File: src/sv/vsma_pkg.sv
// ----------------------------------------------------------------------------
// vsma_pkg
// Shared types and constants for the valid sample moving average block.
// ----------------------------------------------------------------------------
package vsma_pkg;

    // ring geometry
    localparam int WINDOW   = 8;
    localparam int SLOT_W   = 3;   // index into the ring
    localparam int TOTAL_W  = 4;   // holds 0 .. WINDOW

    // data widths
    localparam int SAMPLE_W = 16;
    localparam int SUM_W    = 20;  // running sum of up to WINDOW samples
    localparam int DIV_CNT_W = 5;  // counts SUM_W divider steps

    // absolute zero in hundredths of a degree, also the empty-ring result
    localparam logic signed [SAMPLE_W-1:0] INVALID_MARK = -16'sd27315;

    typedef enum logic [1:0] {
        ST_IDLE,
        ST_START,
        ST_WAIT,
        ST_FINISH
    } vsma_state_t;

    typedef struct packed {
        logic busy;
        logic done;
    } div_status_t;

endpackage

File: src/sv/vsma_ring.sv
// ----------------------------------------------------------------------------
// vsma_ring
// Sample ring with per-slot valid flags, running sum and valid count.
// ----------------------------------------------------------------------------
module vsma_ring
    import vsma_pkg::*;
(
    input  logic                       aclk,
    input  logic                       aresetn,
    input  logic                       wr_en,
    input  logic signed [SAMPLE_W-1:0] wr_sample,
    output logic signed [SUM_W-1:0]    valid_sum,
    output logic [TOTAL_W-1:0]         valid_total
);

    logic signed [SAMPLE_W-1:0] data_reg [WINDOW];
    logic [WINDOW-1:0]          vld_reg;
    logic [SLOT_W-1:0]          slot_reg;
    logic signed [SUM_W-1:0]    sum_reg, sum_next;
    logic [TOTAL_W-1:0]         total_reg, total_next;
    logic                       old_v, new_v;
    logic signed [SAMPLE_W-1:0] old_data;
    logic signed [SUM_W-1:0]    old_term, new_term;

    // a flag marks a slot holding a sample above the marker; a cleared flag
    // reads as the marker, so the data itself needs no reset
    assign old_v    = vld_reg[slot_reg];
    assign old_data = data_reg[slot_reg];
    assign new_v    = wr_sample > INVALID_MARK;

    always_comb begin
        old_term = old_v ? {{(SUM_W-SAMPLE_W){old_data[SAMPLE_W-1]}}, old_data}
                         : '0;
        new_term = new_v ? {{(SUM_W-SAMPLE_W){wr_sample[SAMPLE_W-1]}}, wr_sample}
                         : '0;
        sum_next   = sum_reg - old_term + new_term;
        total_next = total_reg - TOTAL_W'(old_v) + TOTAL_W'(new_v);
    end

    always_ff @(posedge aclk) begin
        if (!aresetn) begin
            vld_reg   <= '0;
            slot_reg  <= '0;
            sum_reg   <= '0;
            total_reg <= '0;
        end else if (wr_en) begin
            vld_reg[slot_reg] <= new_v;
            sum_reg           <= sum_next;
            total_reg         <= total_next;
            if (slot_reg == SLOT_W'(WINDOW - 1)) begin
                slot_reg <= '0;
            end else begin
                slot_reg <= slot_reg + 1'b1;
            end
        end
    end

    always_ff @(posedge aclk) begin
        if (wr_en) begin
            data_reg[slot_reg] <= wr_sample;
        end
    end

    assign valid_sum   = sum_reg;
    assign valid_total = total_reg;

    a_total_in_range: assert property (@(posedge aclk) disable iff (!aresetn)
        total_reg <= TOTAL_W'(WINDOW))
        else $error("valid count beyond window");

    a_empty_sum_zero: assert property (@(posedge aclk) disable iff (!aresetn)
        (total_reg == '0) |-> (sum_reg == '0))
        else $error("nonzero sum with no valid samples");

endmodule

File: src/sv/vsma_divider.sv
// ----------------------------------------------------------------------------
// vsma_divider
// Unsigned restoring divider, one quotient bit per cycle.
// ----------------------------------------------------------------------------
module vsma_divider
    import vsma_pkg::*;
(
    input  logic                aclk,
    input  logic                aresetn,
    input  logic                start,
    input  logic [SUM_W-1:0]    dividend,
    input  logic [TOTAL_W-1:0]  divisor,
    output logic [SUM_W-1:0]    quotient,
    output div_status_t         status
);

    logic                 busy_reg, done_reg;
    logic [DIV_CNT_W-1:0] cnt_reg;
    logic [SUM_W-1:0]     quo_reg, quo_next;
    logic [TOTAL_W-1:0]   rem_reg, rem_next;
    logic [TOTAL_W-1:0]   dvs_reg;
    logic [TOTAL_W:0]     shifted;

    // shift in the next dividend bit, subtract when it fits
    always_comb begin
        shifted = {rem_reg, quo_reg[SUM_W-1]};
        if (shifted >= {1'b0, dvs_reg}) begin
            rem_next = TOTAL_W'(shifted - {1'b0, dvs_reg});
            quo_next = {quo_reg[SUM_W-2:0], 1'b1};
        end else begin
            rem_next = shifted[TOTAL_W-1:0];
            quo_next = {quo_reg[SUM_W-2:0], 1'b0};
        end
    end

    always_ff @(posedge aclk) begin
        if (!aresetn) begin
            busy_reg <= 1'b0;
            done_reg <= 1'b0;
            cnt_reg  <= '0;
        end else begin
            done_reg <= 1'b0;
            if (start && !busy_reg) begin
                busy_reg <= 1'b1;
                cnt_reg  <= '0;
            end else if (busy_reg) begin
                cnt_reg <= cnt_reg + 1'b1;
                if (cnt_reg == DIV_CNT_W'(SUM_W - 1)) begin
                    busy_reg <= 1'b0;
                    done_reg <= 1'b1;
                end
            end
        end
    end

    always_ff @(posedge aclk) begin
        if (start && !busy_reg) begin
            quo_reg <= dividend;
            rem_reg <= '0;
            dvs_reg <= divisor;
        end else if (busy_reg) begin
            quo_reg <= quo_next;
            rem_reg <= rem_next;
        end
    end

    assign quotient    = quo_reg;
    assign status.busy = busy_reg;
    assign status.done = done_reg;

endmodule

File: src/sv/valid_sample_moving_average.sv
// ----------------------------------------------------------------------------
// valid_sample_moving_average
// Moving average over a ring of temperature samples, skipping invalid ones.
// ----------------------------------------------------------------------------
//  channel   direction  ports                                  handshake
//  s_        in         s_sample_centi                         s_valid/s_ready
//  m_        out        m_average_centi, m_valid_count         m_valid/m_ready
//
//  After acceptance the result reaches the output register in these steps:
//  divider start, divider steps (one per sum bit), taking the quotient, load.
//  Input is ready again in the cycle after the load; an empty ring skips the
//  divider and goes straight from the start state to the load.
//  Synchronous active-low reset empties the ring; no clearing pass is needed.
//  A result waiting on m_ready stalls the next result only at its final load, and holds input ready low meanwhile.
// ----------------------------------------------------------------------------
module valid_sample_moving_average
    import vsma_pkg::*;
(
    input  logic                       aclk,
    input  logic                       aresetn,
    input  logic                       s_valid,
    output logic                       s_ready,
    input  logic signed [SAMPLE_W-1:0] s_sample_centi,
    output logic                       m_valid,
    input  logic                       m_ready,
    output logic signed [SAMPLE_W-1:0] m_average_centi,
    output logic [TOTAL_W-1:0]         m_valid_count
);

    vsma_state_t                state_reg, state_next;
    logic signed [SUM_W-1:0]    valid_sum;
    logic [TOTAL_W-1:0]         valid_total;
    logic [SUM_W-1:0]           quotient;
    div_status_t                div_status;
    logic                       div_start;
    logic                       accept;
    logic                       out_load;
    logic                       neg_reg;
    logic [SUM_W-1:0]           magnitude;
    logic signed [SAMPLE_W-1:0] avg_reg;
    logic [SUM_W-1:0]           signed_quo;
    logic                       m_valid_reg;
    logic signed [SAMPLE_W-1:0] m_avg_reg;
    logic [TOTAL_W-1:0]         m_cnt_reg;

    assign accept = s_valid && s_ready;

    vsma_ring u_ring (
        .aclk        (aclk),
        .aresetn     (aresetn),
        .wr_en       (accept),
        .wr_sample   (s_sample_centi),
        .valid_sum   (valid_sum),
        .valid_total (valid_total)
    );

    assign magnitude = valid_sum[SUM_W-1] ? SUM_W'(-valid_sum) : SUM_W'(valid_sum);

    vsma_divider u_div (
        .aclk     (aclk),
        .aresetn  (aresetn),
        .start    (div_start),
        .dividend (magnitude),
        .divisor  (valid_total),
        .quotient (quotient),
        .status   (div_status)
    );

    // next state
    always_comb begin
        state_next = state_reg;
        unique case (state_reg)
            ST_IDLE: begin
                if (accept) state_next = ST_START;
            end
            ST_START: begin
                if (valid_total == '0) state_next = ST_FINISH;
                else                   state_next = ST_WAIT;
            end
            ST_WAIT: begin
                if (div_status.done) state_next = ST_FINISH;
            end
            ST_FINISH: begin
                if (!m_valid_reg || m_ready) state_next = ST_IDLE;
            end
            default: state_next = ST_IDLE;
        endcase
    end

    // outputs of the sequencer
    always_comb begin
        s_ready   = 1'b0;
        div_start = 1'b0;
        out_load  = 1'b0;
        unique case (state_reg)
            ST_IDLE:   s_ready   = 1'b1;
            ST_START:  div_start = (valid_total != '0);
            ST_WAIT:   ;
            ST_FINISH: out_load  = !m_valid_reg || m_ready;
            default:   ;
        endcase
    end

    always_ff @(posedge aclk) begin
        if (!aresetn) begin
            state_reg <= ST_IDLE;
        end else begin
            state_reg <= state_next;
        end
    end

    assign signed_quo = neg_reg ? SUM_W'(-quotient) : quotient;

    always_ff @(posedge aclk) begin
        if (state_reg == ST_START) begin
            neg_reg <= valid_sum[SUM_W-1];
            if (valid_total == '0) begin
                avg_reg <= INVALID_MARK;
            end
        end
        if (state_reg == ST_WAIT && div_status.done) begin
            avg_reg <= signed_quo[SAMPLE_W-1:0];
        end
    end

    // output register
    always_ff @(posedge aclk) begin
        if (!aresetn) begin
            m_valid_reg <= 1'b0;
        end else if (out_load) begin
            m_valid_reg <= 1'b1;
        end else if (m_ready) begin
            m_valid_reg <= 1'b0;
        end
    end

    always_ff @(posedge aclk) begin
        if (out_load) begin
            m_avg_reg <= avg_reg;
            m_cnt_reg <= valid_total;
        end
    end

    assign m_valid         = m_valid_reg;
    assign m_average_centi = m_avg_reg;
    assign m_valid_count   = m_cnt_reg;

    a_idle_div_free: assert property (@(posedge aclk) disable iff (!aresetn)
        (state_reg == ST_IDLE) |-> !div_status.busy)
        else $error("divider busy while sequencer idle");

    a_empty_marker: assert property (@(posedge aclk) disable iff (!aresetn)
        (m_valid_reg && m_cnt_reg == '0) |-> (m_avg_reg == INVALID_MARK))
        else $error("empty ring must report the marker");

    a_done_in_wait: assert property (@(posedge aclk) disable iff (!aresetn)
        div_status.done |-> (state_reg == ST_WAIT))
        else $error("divider finished outside the wait state");

endmodule
File: config.mk
export PLATFORM = sky130hd
export DESIGN_NAME = valid_sample_moving_average
export DESIGN_NICKNAME = d
export VERILOG_FILES = /design/src/sv/vsma_pkg.sv /design/src/sv/vsma_ring.sv /design/src/sv/vsma_divider.sv /design/src/sv/valid_sample_moving_average.sv
export SDC_FILE = /design/constraint.sdc
export NUM_CORES = 1
export LEC_CHECK = 0
export ABC_AREA = 1
export BUFFER_PORTS_ARGS = -buffer_cell sky130_fd_sc_hd__clkbuf_2
export CELL_PAD_IN_SITES_DETAIL_PLACEMENT = 0
export CELL_PAD_IN_SITES_GLOBAL_PLACEMENT = 1
export CORE_MARGIN = 3
export CORE_UTILIZATION = 54
export CTS_BUF_LIST = sky130_fd_sc_hd__clkbuf_4
export CTS_CLUSTER_DIAMETER = 200
export DETAILED_ROUTE_END_ITERATION = 8
export PLACE_DENSITY = 0.87
export RECOVER_POWER = 50
export SKIP_CTS_REPAIR_TIMING = 1
export SLEW_MARGIN = 15
export SYNTH_ARGS = -nofsm -noshare
export SYNTH_HDL_FRONTEND = slang
export SYNTH_HIERARCHICAL = 1
export SYNTH_SLANG_ARGS = --single-unit
File: constraint.sdc
create_clock -name aclk -period 5.13 [get_ports aclk]
set_input_delay 0.2565 -clock aclk [delete_from_list [all_inputs] [get_ports aclk]]
set_output_delay 0.2565 -clock aclk [all_outputs]
set_load 0.05 [all_outputs]
; ---- Word-level counts from Yosys, hierarchy flattened
; Memories as Yosys holds them, arrays and structs flattened. A register that Yosys moved wholly into a read port is not among the register bits.
; Index checks and enable logic that the tools add are counted.
[classes]
bitwise = 2
eq_ne = 8
n_addsub = 9
magnitude_cmp = 4
reduce_logical = 18
mux = 35
[ops]
columns = cell, n
row1 = $mux W20, 5
row2 = $mux W16, 4
row3 = $add A20 B20 Y20, 1
row4 = $neg A20 Y20, 1
row5 = $sub A20 B20 Y20, 1
row6 = $gt A16 B16 Y1 const B, 1
row7 = $neg A16 Y16, 1
row8 = $mux W1, 15
row9 = $mux W3, 3
row10 = $bwmux W8, 1
row11 = $pmux W2 S4, 1
row12 = $reduce_bool A2 Y1, 4
row13 = $mux W2, 3
row14 = $add A5 B1 Y5 const B, 1
row15 = $eq A5 B5 Y1 const B, 1
row16 = $ge A5 B4 Y1, 1
row17 = $add A4 B1 Y4, 1
row18 = $eq A2 B2 Y1 const B, 2
row19 = $logic_and A1 B1 Y1, 4
row20 = $logic_not A4 Y1, 1
row21 = $lt A3 B4 Y1 const B, 1
row22 = $mux W4, 1
row23 = $ne A2 B2 Y1 const B, 2
row24 = $reduce_bool A4 Y1, 1
row25 = other kinds (17), 19
[word_totals]
mem_count = 1
ram_bits = 128
output_inout_bits = 22
reg_bits = 110
word_cells = 93
[mem_list]
columns = memory, words, width, read_ports, rd_ports_with_merged_regs, wr, line_no
row1 = u_ring.data_reg, 8, 16, 1, 1, 1, vsma_ring.sv:16  ; logic signed [SAMPLE_W-1:0] data_reg [WINDOW];

; ---- Logic depth before layout (Yosys ltp)
; Gate-level depths: netlist of the first run.
[depth]
word_depth = 5
ltp_mapped = 26
mapped_depth_nobuf = 25

; ---- Modules after synthesis
; Netlist of the first run, hierarchy kept.
[by_module_without_submodules]
columns = mod, instances, cells_per_inst, area_per_inst_um2
row1 = vsma_ring, 1, 931, 8535.7
row2 = valid_sample_moving_average, 1, 300, 2421.1
row3 = vsma_divider, 1, 181, 1659.1

; ---- Worst setup path before layout of the first run
; OpenSTA, ideal clock, no wires.
[synth_timing]
kind = input to register
start = input s_sample_centi[5]
end = register u_ring.sum_reg[12] (netlist: u_ring/valid_sum[12])
path_slack_ns = 2.026
path_buffers = 1
setup_time_ns = 0.109
t_arrival_ns = 2.995
stages = 24
t_required_ns = 5.021
path_cell_list = inv_1 nand2_1 nor2_1 nand2_1 nand2_1 nand2_1 nand2_1 o21ai_4 inv_2 buf_2 nand2_1 fa_1 inv_1 fa_1 nand3_1 nand3_1 a21oi_2 o21ai_2 a21oi_1 inv_1 nand2_1 nand3_1 nand2_1 inv_1
[synth_between]
elab_chain_len = 3
[synth_lines]
columns = element, line_no
row1 = "start, declared", valid_sample_moving_average.sv:23  ; input logic signed [SAMPLE_W-1:0] s_sample_centi,
row2 = $gt A16 B16 Y1, vsma_ring.sv:29  ; assign new_v = wr_sample > INVALID_MARK;
row3 = $mux W20 *, vsma_ring.sv:34  ; new_term = new_v ? {{(SUM_W-SAMPLE_W){wr_sample[SAMPLE_W-1]}}, wr_sample}
row4 = $add A20 B20 Y20 *, vsma_ring.sv:36  ; sum_next = sum_reg - old_term + new_term;
row5 = "end signal, assigned", vsma_ring.sv:48  ; sum_reg <= sum_next;
row6 = "end, declared", vsma_ring.sv:19  ; logic signed [SUM_W-1:0] sum_reg, sum_next;
; Every way passes the cells marked *; elsewhere a longest branch is shown, timed or not.
; A chain may end at the register's enable or synchronous reset.

==> results of run 1 <==
[area by class of cell]
cell class | count | area (µm²) | share of cell area, %
diodes | 1 | 2.502 | 0.01772
flip-flops and latches | 241 | 6718 | 47.57
clock inverters | 23 | 178.9 | 1.267
repair buffers | 70 | 419.2 | 2.968
clock buffers | 98 | 735.7 | 5.210
multi-input cells | 905 | 4840 | 34.27
well taps | 313 | 391.6 | 2.773
inverters | 222 | 835.8 | 5.919
[power by group]
part / internal [mW] / total [mW] / leakage [nW] / switching [mW]
Combinational: 1.37 / 4.12 / 3.49 / 2.74
Clock: 1.03 / 1.83 / 0.527 / 0.800
Sequential: 2.55 / 2.86 / 2.11 / 0.318
[per-stage QoR]
stage	instance area (µm²)	util, %	worst slack [ps]
CTS	14010	61.52	946.7
floorplan	12610	-	2026
detailed placement	13100	57.50	998.6
global route	14120	61.99	583.0
global placement	13100	57.50	1021
finish	14120	61.99	955.8
[layer usage]
layer	vias to the layer above	wire length [µm]	part of all wire, %	track usage, %
li1	4863	-	-	-
met1	4493	12390	43	28.51
met2	261	14200	49	39.08
met3	63	1531	5.3	4.226
met4	0	979	3.4	11.14
met5	-	0	0	0
[worst min-delay path: cells and delay by family]
family | cells | cell delay (ps)
buffers and inverters | 1 | 90
AND/OR/NAND/NOR | 2 | 200
AO/OA/AOI/OAI | 1 | 100
[how the worst max path moves through the flow]
stage	endpoint	slack (ps)	cells past startpoint
after floorplan	u_ring/valid_sum[12]	2030	24
after global placement	u_ring/valid_sum[13]	1020	18
after detailed placement	u_ring/valid_sum[12]	1000	18
after CTS	u_ring/valid_sum[12]	950	18
after global routing	u_ring/valid_sum[13]	580	18
final	u_ring/valid_sum[12]	960	18
[cells in the final DEF (no fill, tap or decap), types with 3 or more instances in the layout]
cell type                         n
sky130_fd_sc_hd__clkbuf_4        98
sky130_fd_sc_hd__nand3b_1         6
sky130_fd_sc_hd__a21oi_1         58
sky130_fd_sc_hd__xor2_1          16
sky130_fd_sc_hd__o22ai_1         30
sky130_fd_sc_hd__nand2_2          5
sky130_fd_sc_hd__nand4_1         10
sky130_fd_sc_hd__a21o_1           4
sky130_fd_sc_hd__o211ai_1         9
sky130_fd_sc_hd__clkbuf_2         4
sky130_fd_sc_hd__o21ai_2          3
sky130_fd_sc_hd__nand2_1        332
sky130_fd_sc_hd__xnor2_1          9
sky130_fd_sc_hd__inv_1          210
sky130_fd_sc_hd__clkbuf_1        37
sky130_fd_sc_hd__ha_1            38
sky130_fd_sc_hd__bufinv_16        3
sky130_fd_sc_hd__nor2_2           5
sky130_fd_sc_hd__dlygate4sd3_1   17
sky130_fd_sc_hd__clkinv_1        19
sky130_fd_sc_hd__buf_4           12
sky130_fd_sc_hd__nor3_1          12
sky130_fd_sc_hd__o21ai_1          7
sky130_fd_sc_hd__edfxtp_1       189
sky130_fd_sc_hd__dfxtp_1         51
sky130_fd_sc_hd__inv_2            8
sky130_fd_sc_hd__nand3_1         66
sky130_fd_sc_hd__a211oi_1         3
sky130_fd_sc_hd__o21ai_0         98
sky130_fd_sc_hd__nor2_1         153
sky130_fd_sc_hd__fa_1            21
==> results.yml, run 1 <==
critical_path:
  biggest_fanout_along_the_worst_timing_path: 17
  setup_crit_path_kind: "reg -> reg"
  crit_arrival_ps: 4720
  r2r.worst_path.cells: 18
  worst-endpoint-required_ps: 5680
  crit_path_top_delay_cell: "sky130_fd_sc_hd__dfxtp_1"
  worst_setup_path_start_kind: "register"
  critical_path_buf_inv_count: 5
  crit_chain: "inv_1, nand2_1, nand2_1, nand2_1, inv_1, fa_1, inv_1, fa_1, nand3_1, nand3_1, a21oi_2, o21ai_2, a21oi_1, inv_1, nand2_1, nand3_1, nand2_1, inv_1"
  r2r-end: "u_ring/valid_sum[12]"
  timing.reg2reg.setup_slack_ps: 960
  crit_path_max_incr_delay_ps: 880
  critPathCaptureType: "register"
  critical-path-top-delay-family: "adder cells"
logic_synthesis:
  synthesis.area_um2: 12610
  synthCells: 1411
  synth_warnings: 6
  synth.net_count: 1490
  syn-mean-instance-area_um2: 8.936
sta:
  fin_skew_ps: 52.34
  final_period_minus_worst_setup_slack_ps: 4174
  grt_setup_unrepaired: "no"
  hold_viol: 0
  maxSlewHeadroom_pct: -8.475
  tns_ps: 0
  worst-slew-pin-transition_ps: 1627
  maxSlewViolCount: 21
  count_of_final_setup_violators: 0
  max_clock_freq_mhz: 239.6
  timing.final.crit_share_pct: 81.37
  timing.hold.ws_ps: 48.28
floorplanning:
  core_region_area_um2: 22780
  boundaryPins: 42
  fp.dieW_um: 158.8
  die_height_um: 158.8
  area_enclosed_by_the_die_boundary_um2: 25220
  floorplan.initialDensity_pct: 55.35
  rows: 55
detailed_routing:
  total_length_of_routed_wires_mm: 29.09
  detailedRoute.firstIterationViolations: 572
  route.detailed.drc: 0
  drt-wirelength-per-cell_um: 15.53
  avgViaCountPerCell: 5.168
  vias: 9680
  count_of_nets_left_with_antenna_violations_after_detail_routing: 0
  detail_route.first_pass.iterations: 5
placement:
  detailed_place_hpwl_mm: 19.39
  port-buffer-count: 41
  place_congestion: 0.9110
  dp.cells: 1734
finish:
  nNetsFinal: 1585
  layout.cells.non_filler: 1873
  largest_register_ffs: 128
  fillCellCount: 2002
  drive_gt1_share_pct: 10.01
  syn2layout_area_growth_pct: 12.00
clocking:
  clock_tree.root_cell: "sky130_fd_sc_hd__clkbuf_4"
  clock_latency_ps: 680
  number_of_cts_inserted_buffers: 66
  numClockSinks: 241
  clock_pin_slew_reported_for_the_worst_setup_and_hold_paths_after_clock_tree_synthesis_ps: 70
  clock_tree.buffer_depth: 3
  tritoncts_clock_tree: "yes"
  htree_levels: 3
status:
  failing_checks: "capacitance limit, slew limit"
  status: "complete, but fails checks"
power:
  ir_worst_vdd_mv: 0.4063
  power_per_cell_area_nw_per_um2: 624.2
  fin_total_pwr_mw: 8.814
  power_leakage_nw: 6.124
global_routing:
  grt_antenna_before_repair: 2
  gr-total-overflow: 0
  largest_net_degree_at_the_start_of_global_routing: 65
  grt_first_pass_wirelength_mm: 47.05
  grt_pass1_vias: 9547
  grt_usage_pct: 23.04
worst_hold_path:
  hold_path_class: "in -> reg"
  hold_path.startpoint: "s_valid"
  hold-path-cell-count: 4
  hold_path_end: "state_reg[1]"
job:
  cap_violations: 1
(Power assumes the default switching activity.)
==> inputs of run 2 (changes only) <==
--- a/config.mk
+++ b/config.mk
@@ -10,11 +10,11 @@
 export CELL_PAD_IN_SITES_DETAIL_PLACEMENT = 0
 export CELL_PAD_IN_SITES_GLOBAL_PLACEMENT = 1
 export CORE_MARGIN = 3
-export CORE_UTILIZATION = 54
+export CORE_UTILIZATION = 45
 export CTS_BUF_LIST = sky130_fd_sc_hd__clkbuf_4
 export CTS_CLUSTER_DIAMETER = 200
 export DETAILED_ROUTE_END_ITERATION = 8
-export PLACE_DENSITY = 0.87
+export PLACE_DENSITY = 0.77
 export RECOVER_POWER = 50
 export SKIP_CTS_REPAIR_TIMING = 1
 export SLEW_MARGIN = 15
==> constraint.sdc (replaced) <==
create_clock -name aclk -period 3.4 [get_ports aclk]
set_input_delay 0.17 -clock aclk [delete_from_list [all_inputs] [get_ports aclk]]
set_output_delay 0.17 -clock aclk [all_outputs]
set_load 0.05 [all_outputs]
==> results.yml, run 2 (synthesis results as in run 1) <==
clocking:
  clock_tree.buffer_depth: 3
  clock_tree.root_cell: "sky130_fd_sc_hd__clkbuf_4"
  numClockSinks: 241
  tritoncts_clock_tree: "yes"
  clock_pin_slew_reported_for_the_worst_setup_and_hold_paths_after_clock_tree_synthesis_ps: 70
  number_of_cts_inserted_buffers: 66
  clock_latency_ps: 660
  htree_levels: 3
power:
  p_clk_share_pct: 18.5
  sequentialPowerShare_pct: 29.6
  fin_total_pwr_mw: 14.48
  power.internal_mw: 8.189
  power_per_cell_area_nw_per_um2: 963.5
  switching_power_mw: 6.289
  power_leakage_nw: 6.454
  power.combinational.fraction_pct: 51.9
  switch_share_pct: 43.44
  ir_worst_vdd_mv: 0.4403
finish:
  layout.cells.most_common_list: "324 x sky130_fd_sc_hd__nand2_1, 209 x sky130_fd_sc_hd__inv_1, 189 x sky130_fd_sc_hd__edfxtp_1"
  final_core_utilization_pct: 55.14
  mostFrequentLayoutCell: "sky130_fd_sc_hd__nand2_1"
  nNetsFinal: 1639
  sequential_cell_area_um2: 6725
  syn2layout_area_growth_pct: 19.18
  largest_register_ffs: 128
  multi_input_comb_area_um2: 5176
  fillCellCount: 2551
  drive_gt1_share_pct: 16.76
worst_hold_path:
  hold_path_class: "in -> reg"
global_routing:
  gr-total-overflow: 0
  grt_pass1_vias: 9538
  grt_usage_pct: 20.17
  largest_net_degree_at_the_start_of_global_routing: 49
  grt_antenna_before_repair: 1
  grt_first_pass_wirelength_mm: 48.66
job:
  cap_violations: 1
detailed_routing:
  total_length_of_routed_wires_mm: 30.75
  vias: 9771
  avgViaCountPerCell: 4.925
  count_of_nets_left_with_antenna_violations_after_detail_routing: 0
  drt-wirelength-per-cell_um: 15.50
  detailedRoute.firstIterationViolations: 644
  detail_route.first_pass.iterations: 5
  route.detailed.drc: 0
critical_path:
  critPathCaptureType: "register"
  crit_path_max_incr_delay_ps: 520
  crit_arrival_ps: 3790
  crit_path_top_delay_cell: "sky130_fd_sc_hd__dlygate4sd3_1"
  setup_crit_path_kind: "in -> reg"
  worst_setup_path_start_kind: "input port"
  critical_path_buf_inv_count: 6
  biggest_fanout_along_the_worst_timing_path: 13
  worst-endpoint-required_ps: 3920
  crit_chain: "dlygate4sd3_1, clkbuf_1, clkbuf_1, nor3b_1, nand3_1, o21ai_4, inv_2, nand2_1, fa_1, inv_1, fa_2, nand3_1, nand3_2, a21oi_4, o21ai_4, nand3_1, nand2_1, nand2_1, nand2_1, o21ai_1, inv_1"
  critical_path.most_common_cell: "sky130_fd_sc_hd__nand2_1"
  critical-path-top-delay-family: "buffers and inverters"
sta:
  grt_setup_unrepaired: "yes"
  hold_viol: 0
  maxSlewViolCount: 21
  timing.final.crit_share_pct: 96.35
  maxSlewHeadroom_pct: -23.91
  worst-slew-pin-transition_ps: 1859
  fin_skew_ps: 57.67
  max_clock_freq_mhz: 305.3
  count_of_final_setup_violators: 0
  final_period_minus_worst_setup_slack_ps: 3276
floorplanning:
  die_height_um: 173.4
  rows: 60
  floorplan.initialDensity_pct: 46.27
  area_enclosed_by_the_die_boundary_um2: 30060
  boundaryPins: 42
  core_region_area_um2: 27250
  fp.dieW_um: 173.4
status:
  status: "complete, but fails checks"
  failing_checks: "capacitance limit, slew limit"
placement:
  port-buffer-count: 41
  detailed_place_hpwl_mm: 21.06
  place_congestion: 0.8684
run 2: cell count changes in the layout (fill, tap and decap cells not counted), sizes merged, moves of 3 or more:
cell / before / now
inv: 219 / 222
clkbuf: 139 / 155
buf: 12 / 49
clkinv: 21 / 18
run 2: final cells by class:
| type | instances | share of cell area (%) |
|---|---|---|
| antenna | 1 | 0.01665 |
| clock buffer | 98 | 4.896 |
| clock inverter | 21 | 0.9742 |
| inverter | 222 | 5.620 |
| multi-input combinational | 905 | 34.45 |
| sequential | 241 | 44.75 |
| tap | 372 | 3.097 |
| timing repair buffer | 124 | 6.195 |
run 2: stage by stage:
stage	instance area, µm²	cells	hold slack, ps	setup TNS [ps]	worst slack, ps
2_1_floorplan	12610	1411	268.9	0	326.4
3_3_place_gp	13630	1836	400.2	-48.51	-25.37
3_5_place_dp	13630	1836	404.5	-233.5	-90.55
4_1_cts	14510	1955	-209.7	-13.18	-13.18
5_1_grt	15030	1984	107.7	-307.2	-62.71
6_report	15030	1984	83.70	0	124.1
run 2: metal layers:
layer / wire length [µm] / vias to the layer above / global-route usage, %
met3: 1407 / 71 / 4.052
met4: 997 / 0 / 7.872
met1: 14070 / 4508 / 26.08
met2: 14270 / 219 / 33.47
met5: 0 / - / 0
li1: - / 4973 / -
run 2: path summary, 6_finish.rpt:
path / from / to / slack [ps] / cells after the start
setup / recovery: s_sample_centi[1] / u_ring/valid_sum[16] / 120 / 21
hold / removal: aresetn / u_div/done_reg / 80 / 3
setup reg to reg: register / u_ring/valid_sum[16] / 150 / 21
hold reg to reg: avg_reg[2] / m_average_centi[2] / 400 / 0
run 2: worst min-delay path, stage by stage:
cell and delay, ps:
sky130_fd_sc_hd__clkbuf_2 310, sky130_fd_sc_hd__inv_1 130, sky130_fd_sc_hd__nor2_1 50
run 2: power by group through the flow:
| stage | clock [mW] | combinational [mW] | sequential (mW) |
|---|---|---|---|
| after floorplan | 0 | 4.74 | 4.26 |
| after global placement | 0 | 6.51 | 4.33 |
| after detailed placement | 0 | 6.56 | 4.34 |
| after CTS | 2.77 | 6.60 | 4.28 |
| after global routing | 2.94 | 8.48 | 4.36 |
| final | 2.67 | 7.51 | 4.29 |
==> inputs of run 3 (changes only) <==
--- a/config.mk
+++ b/config.mk
@@ -5,12 +5,12 @@
 export SDC_FILE = /design/constraint.sdc
 export NUM_CORES = 1
 export LEC_CHECK = 0
-export ABC_AREA = 1
+export ABC_AREA = 0
 export BUFFER_PORTS_ARGS = -buffer_cell sky130_fd_sc_hd__clkbuf_2
 export CELL_PAD_IN_SITES_DETAIL_PLACEMENT = 0
 export CELL_PAD_IN_SITES_GLOBAL_PLACEMENT = 1
-export CORE_MARGIN = 3
-export CORE_UTILIZATION = 45
+export CORE_MARGIN = 2
+export CORE_UTILIZATION = 48
 export CTS_BUF_LIST = sky130_fd_sc_hd__clkbuf_4
 export CTS_CLUSTER_DIAMETER = 200
 export DETAILED_ROUTE_END_ITERATION = 8
==> results.yml, run 3 <==
floorplanning:
  floorplan.initialDensity_pct: 48.75
  die_height_um: 160.9
  area_enclosed_by_the_die_boundary_um2: 25900
  rows: 57
  boundaryPins: 42
  core_region_area_um2: 24250
  fp.dieW_um: 160.9
detailed_routing:
  vias: 7726
  drt-wirelength-per-cell_um: 16.37
  route.detailed.drc: 0
  avgViaCountPerCell: 5.120
  total_length_of_routed_wires_mm: 24.70
  count_of_nets_left_with_antenna_violations_after_detail_routing: 0
  detail_route.first_pass.iterations: 4
  detailedRoute.firstIterationViolations: 391
global_routing:
  grt_first_pass_wirelength_mm: 39.34
  largest_net_degree_at_the_start_of_global_routing: 33
  gr-total-overflow: 0
  grt_pass1_vias: 7964
  grt_antenna_before_repair: 1
  grt_usage_pct: 19.00
placement:
  detailed_place_hpwl_mm: 16.22
  port-buffer-count: 41
  place_congestion: 0.7923
  dpl_worst_slack_ps: -377.8
  dp.cells: 1356
finish:
  nNetsFinal: 1215
  multi_input_comb_area_um2: 5049
  mostFrequentLayoutCell: "sky130_fd_sc_hd__edfxtp_1"
  layout.cells.non_filler: 1509
  largest_register_ffs: 128
  fillCellCount: 1990
  syn2layout_area_growth_pct: 24.15
  layout.cells.most_common_list: "189 x sky130_fd_sc_hd__edfxtp_1, 111 x sky130_fd_sc_hd__nand2_1, 90 x sky130_fd_sc_hd__clkbuf_4"
  sequential_cell_area_um2: 6724
  drive_gt1_share_pct: 27.96
critical_path:
  biggest_fanout_along_the_worst_timing_path: 7
  worst_setup_path_start_kind: "register"
  critPathCaptureType: "register"
  timing.reg2reg.setup_slack_ps: -300
  crit_arrival_ps: 4200
  setup_crit_path_kind: "reg -> reg"
  worst-endpoint-required_ps: 3910
status:
  status: "complete, but fails checks"
  failing_checks: "setup timing"
logic_synthesis:
  synth_warnings: 6
  synthesis.area_um2: 11820
  synth.net_count: 1012
  syn-mean-instance-area_um2: 12.67
  synthCells: 933
sta:
  maxSlewHeadroom_pct: 34.18
  fin_skew_ps: 49.32
  worst_slack_ps: -296.7
  timing.final.crit_share_pct: 108.7
  hold_viol: 0
  grt_setup_unrepaired: "yes"
  worst-slew-pin-transition_ps: 982.9
  tns_ps: -1975
  final_period_minus_worst_setup_slack_ps: 3697
  max_clock_freq_mhz: 270.5
  maxSlewViolCount: 0
  count_of_final_setup_violators: 14
power:
  p_clk_share_pct: 17.7
  power_per_cell_area_nw_per_um2: 974.4
  power.combinational.fraction_pct: 51.9
  power_leakage_nw: 5.421
  sequentialPowerShare_pct: 30.5
  ir_worst_vdd_mv: 0.3964
  switch_share_pct: 37.76
  power.internal_mw: 8.901
  switching_power_mw: 5.400
clocking:
  numClockSinks: 241
  number_of_cts_inserted_buffers: 66
  clock_tree.root_cell: "sky130_fd_sc_hd__clkbuf_4"
  tritoncts_clock_tree: "yes"
  htree_levels: 3
  clock_tree.buffer_depth: 3
  clock_pin_slew_reported_for_the_worst_setup_and_hold_paths_after_clock_tree_synthesis_ps: 60
  clock_latency_ps: 660
worst_hold_path:
  hold_path_class: "in -> reg"
job:
  cap_violations: 0
-- run 3: metrics by stage --
step,util (%),power [mW],cell area (µm²),hold slack [ps]
after global placement,54.55,10.71,13230,401.1
after CTS,57.97,13.44,14060,-218.7
after floorplan,-,8.870,12020,268.9
after global routing,60.53,15.43,14680,48.05
after detailed placement,54.55,10.84,13230,405.2
final,60.53,14.30,14680,72.46
-- run 3: power by group through the flow --
stage | clock (mW) | sequential (mW) | combinational (mW)
floorplan | 0 | 4.30 | 4.57
global placement | 0 | 4.39 | 6.32
detailed placement | 0 | 4.41 | 6.43
CTS | 2.62 | 4.35 | 6.47
global route | 2.77 | 4.44 | 8.22
finish | 2.52 | 4.36 | 7.42
-- run 3: cell type report --
class / count / share of cell area (%)
repair buffers: 168 / 9.020
inverters: 91 / 2.327
multi-input cells: 568 / 34.40
diodes: 1 / 0.01705
flip-flops and latches: 241 / 45.81
clock inverters: 26 / 1.057
well taps: 324 / 2.762
clock buffers: 90 / 4.604
-- run 3: metal layers --
layer | vias to the layer above | share of wire (%) | wire length [µm] | global-route usage, %
met5 | - | 0 | 0 | 0
met4 | 0 | 2.0 | 504 | 6.453
met3 | 43 | 4.1 | 1019 | 3.848
met2 | 149 | 50 | 12390 | 32.31
met1 | 3710 | 44 | 10780 | 24.45
li1 | 3824 | - | - | -
-- run 3: worst max-delay path, stage by stage (launching register included) --
cell                      delay, ps
sky130_fd_sc_hd__dfxtp_4        400
sky130_fd_sc_hd__buf_12         140
sky130_fd_sc_hd__buf_12         120
sky130_fd_sc_hd__mux4_2         520
sky130_fd_sc_hd__mux2i_4        190
sky130_fd_sc_hd__nor2_2          60
sky130_fd_sc_hd__fa_1           490
sky130_fd_sc_hd__inv_2           50
sky130_fd_sc_hd__ha_4           280
sky130_fd_sc_hd__nand4_1        110
sky130_fd_sc_hd__or2_4          290
sky130_fd_sc_hd__nor3_4         240
sky130_fd_sc_hd__nor4b_4        100
sky130_fd_sc_hd__o31ai_2        270
sky130_fd_sc_hd__xor2_1         210
sky130_fd_sc_hd__a21oi_1         90
-- run 3: path summary, 6_finish.rpt --
check	from	cells past startpoint	endpoint
max	register	15	u_ring/valid_sum[19]
min	aresetn	2	m_valid
max reg2reg	register	15	u_ring/valid_sum[19]
min reg2reg	avg_reg[8]	0	m_average_centi[8]
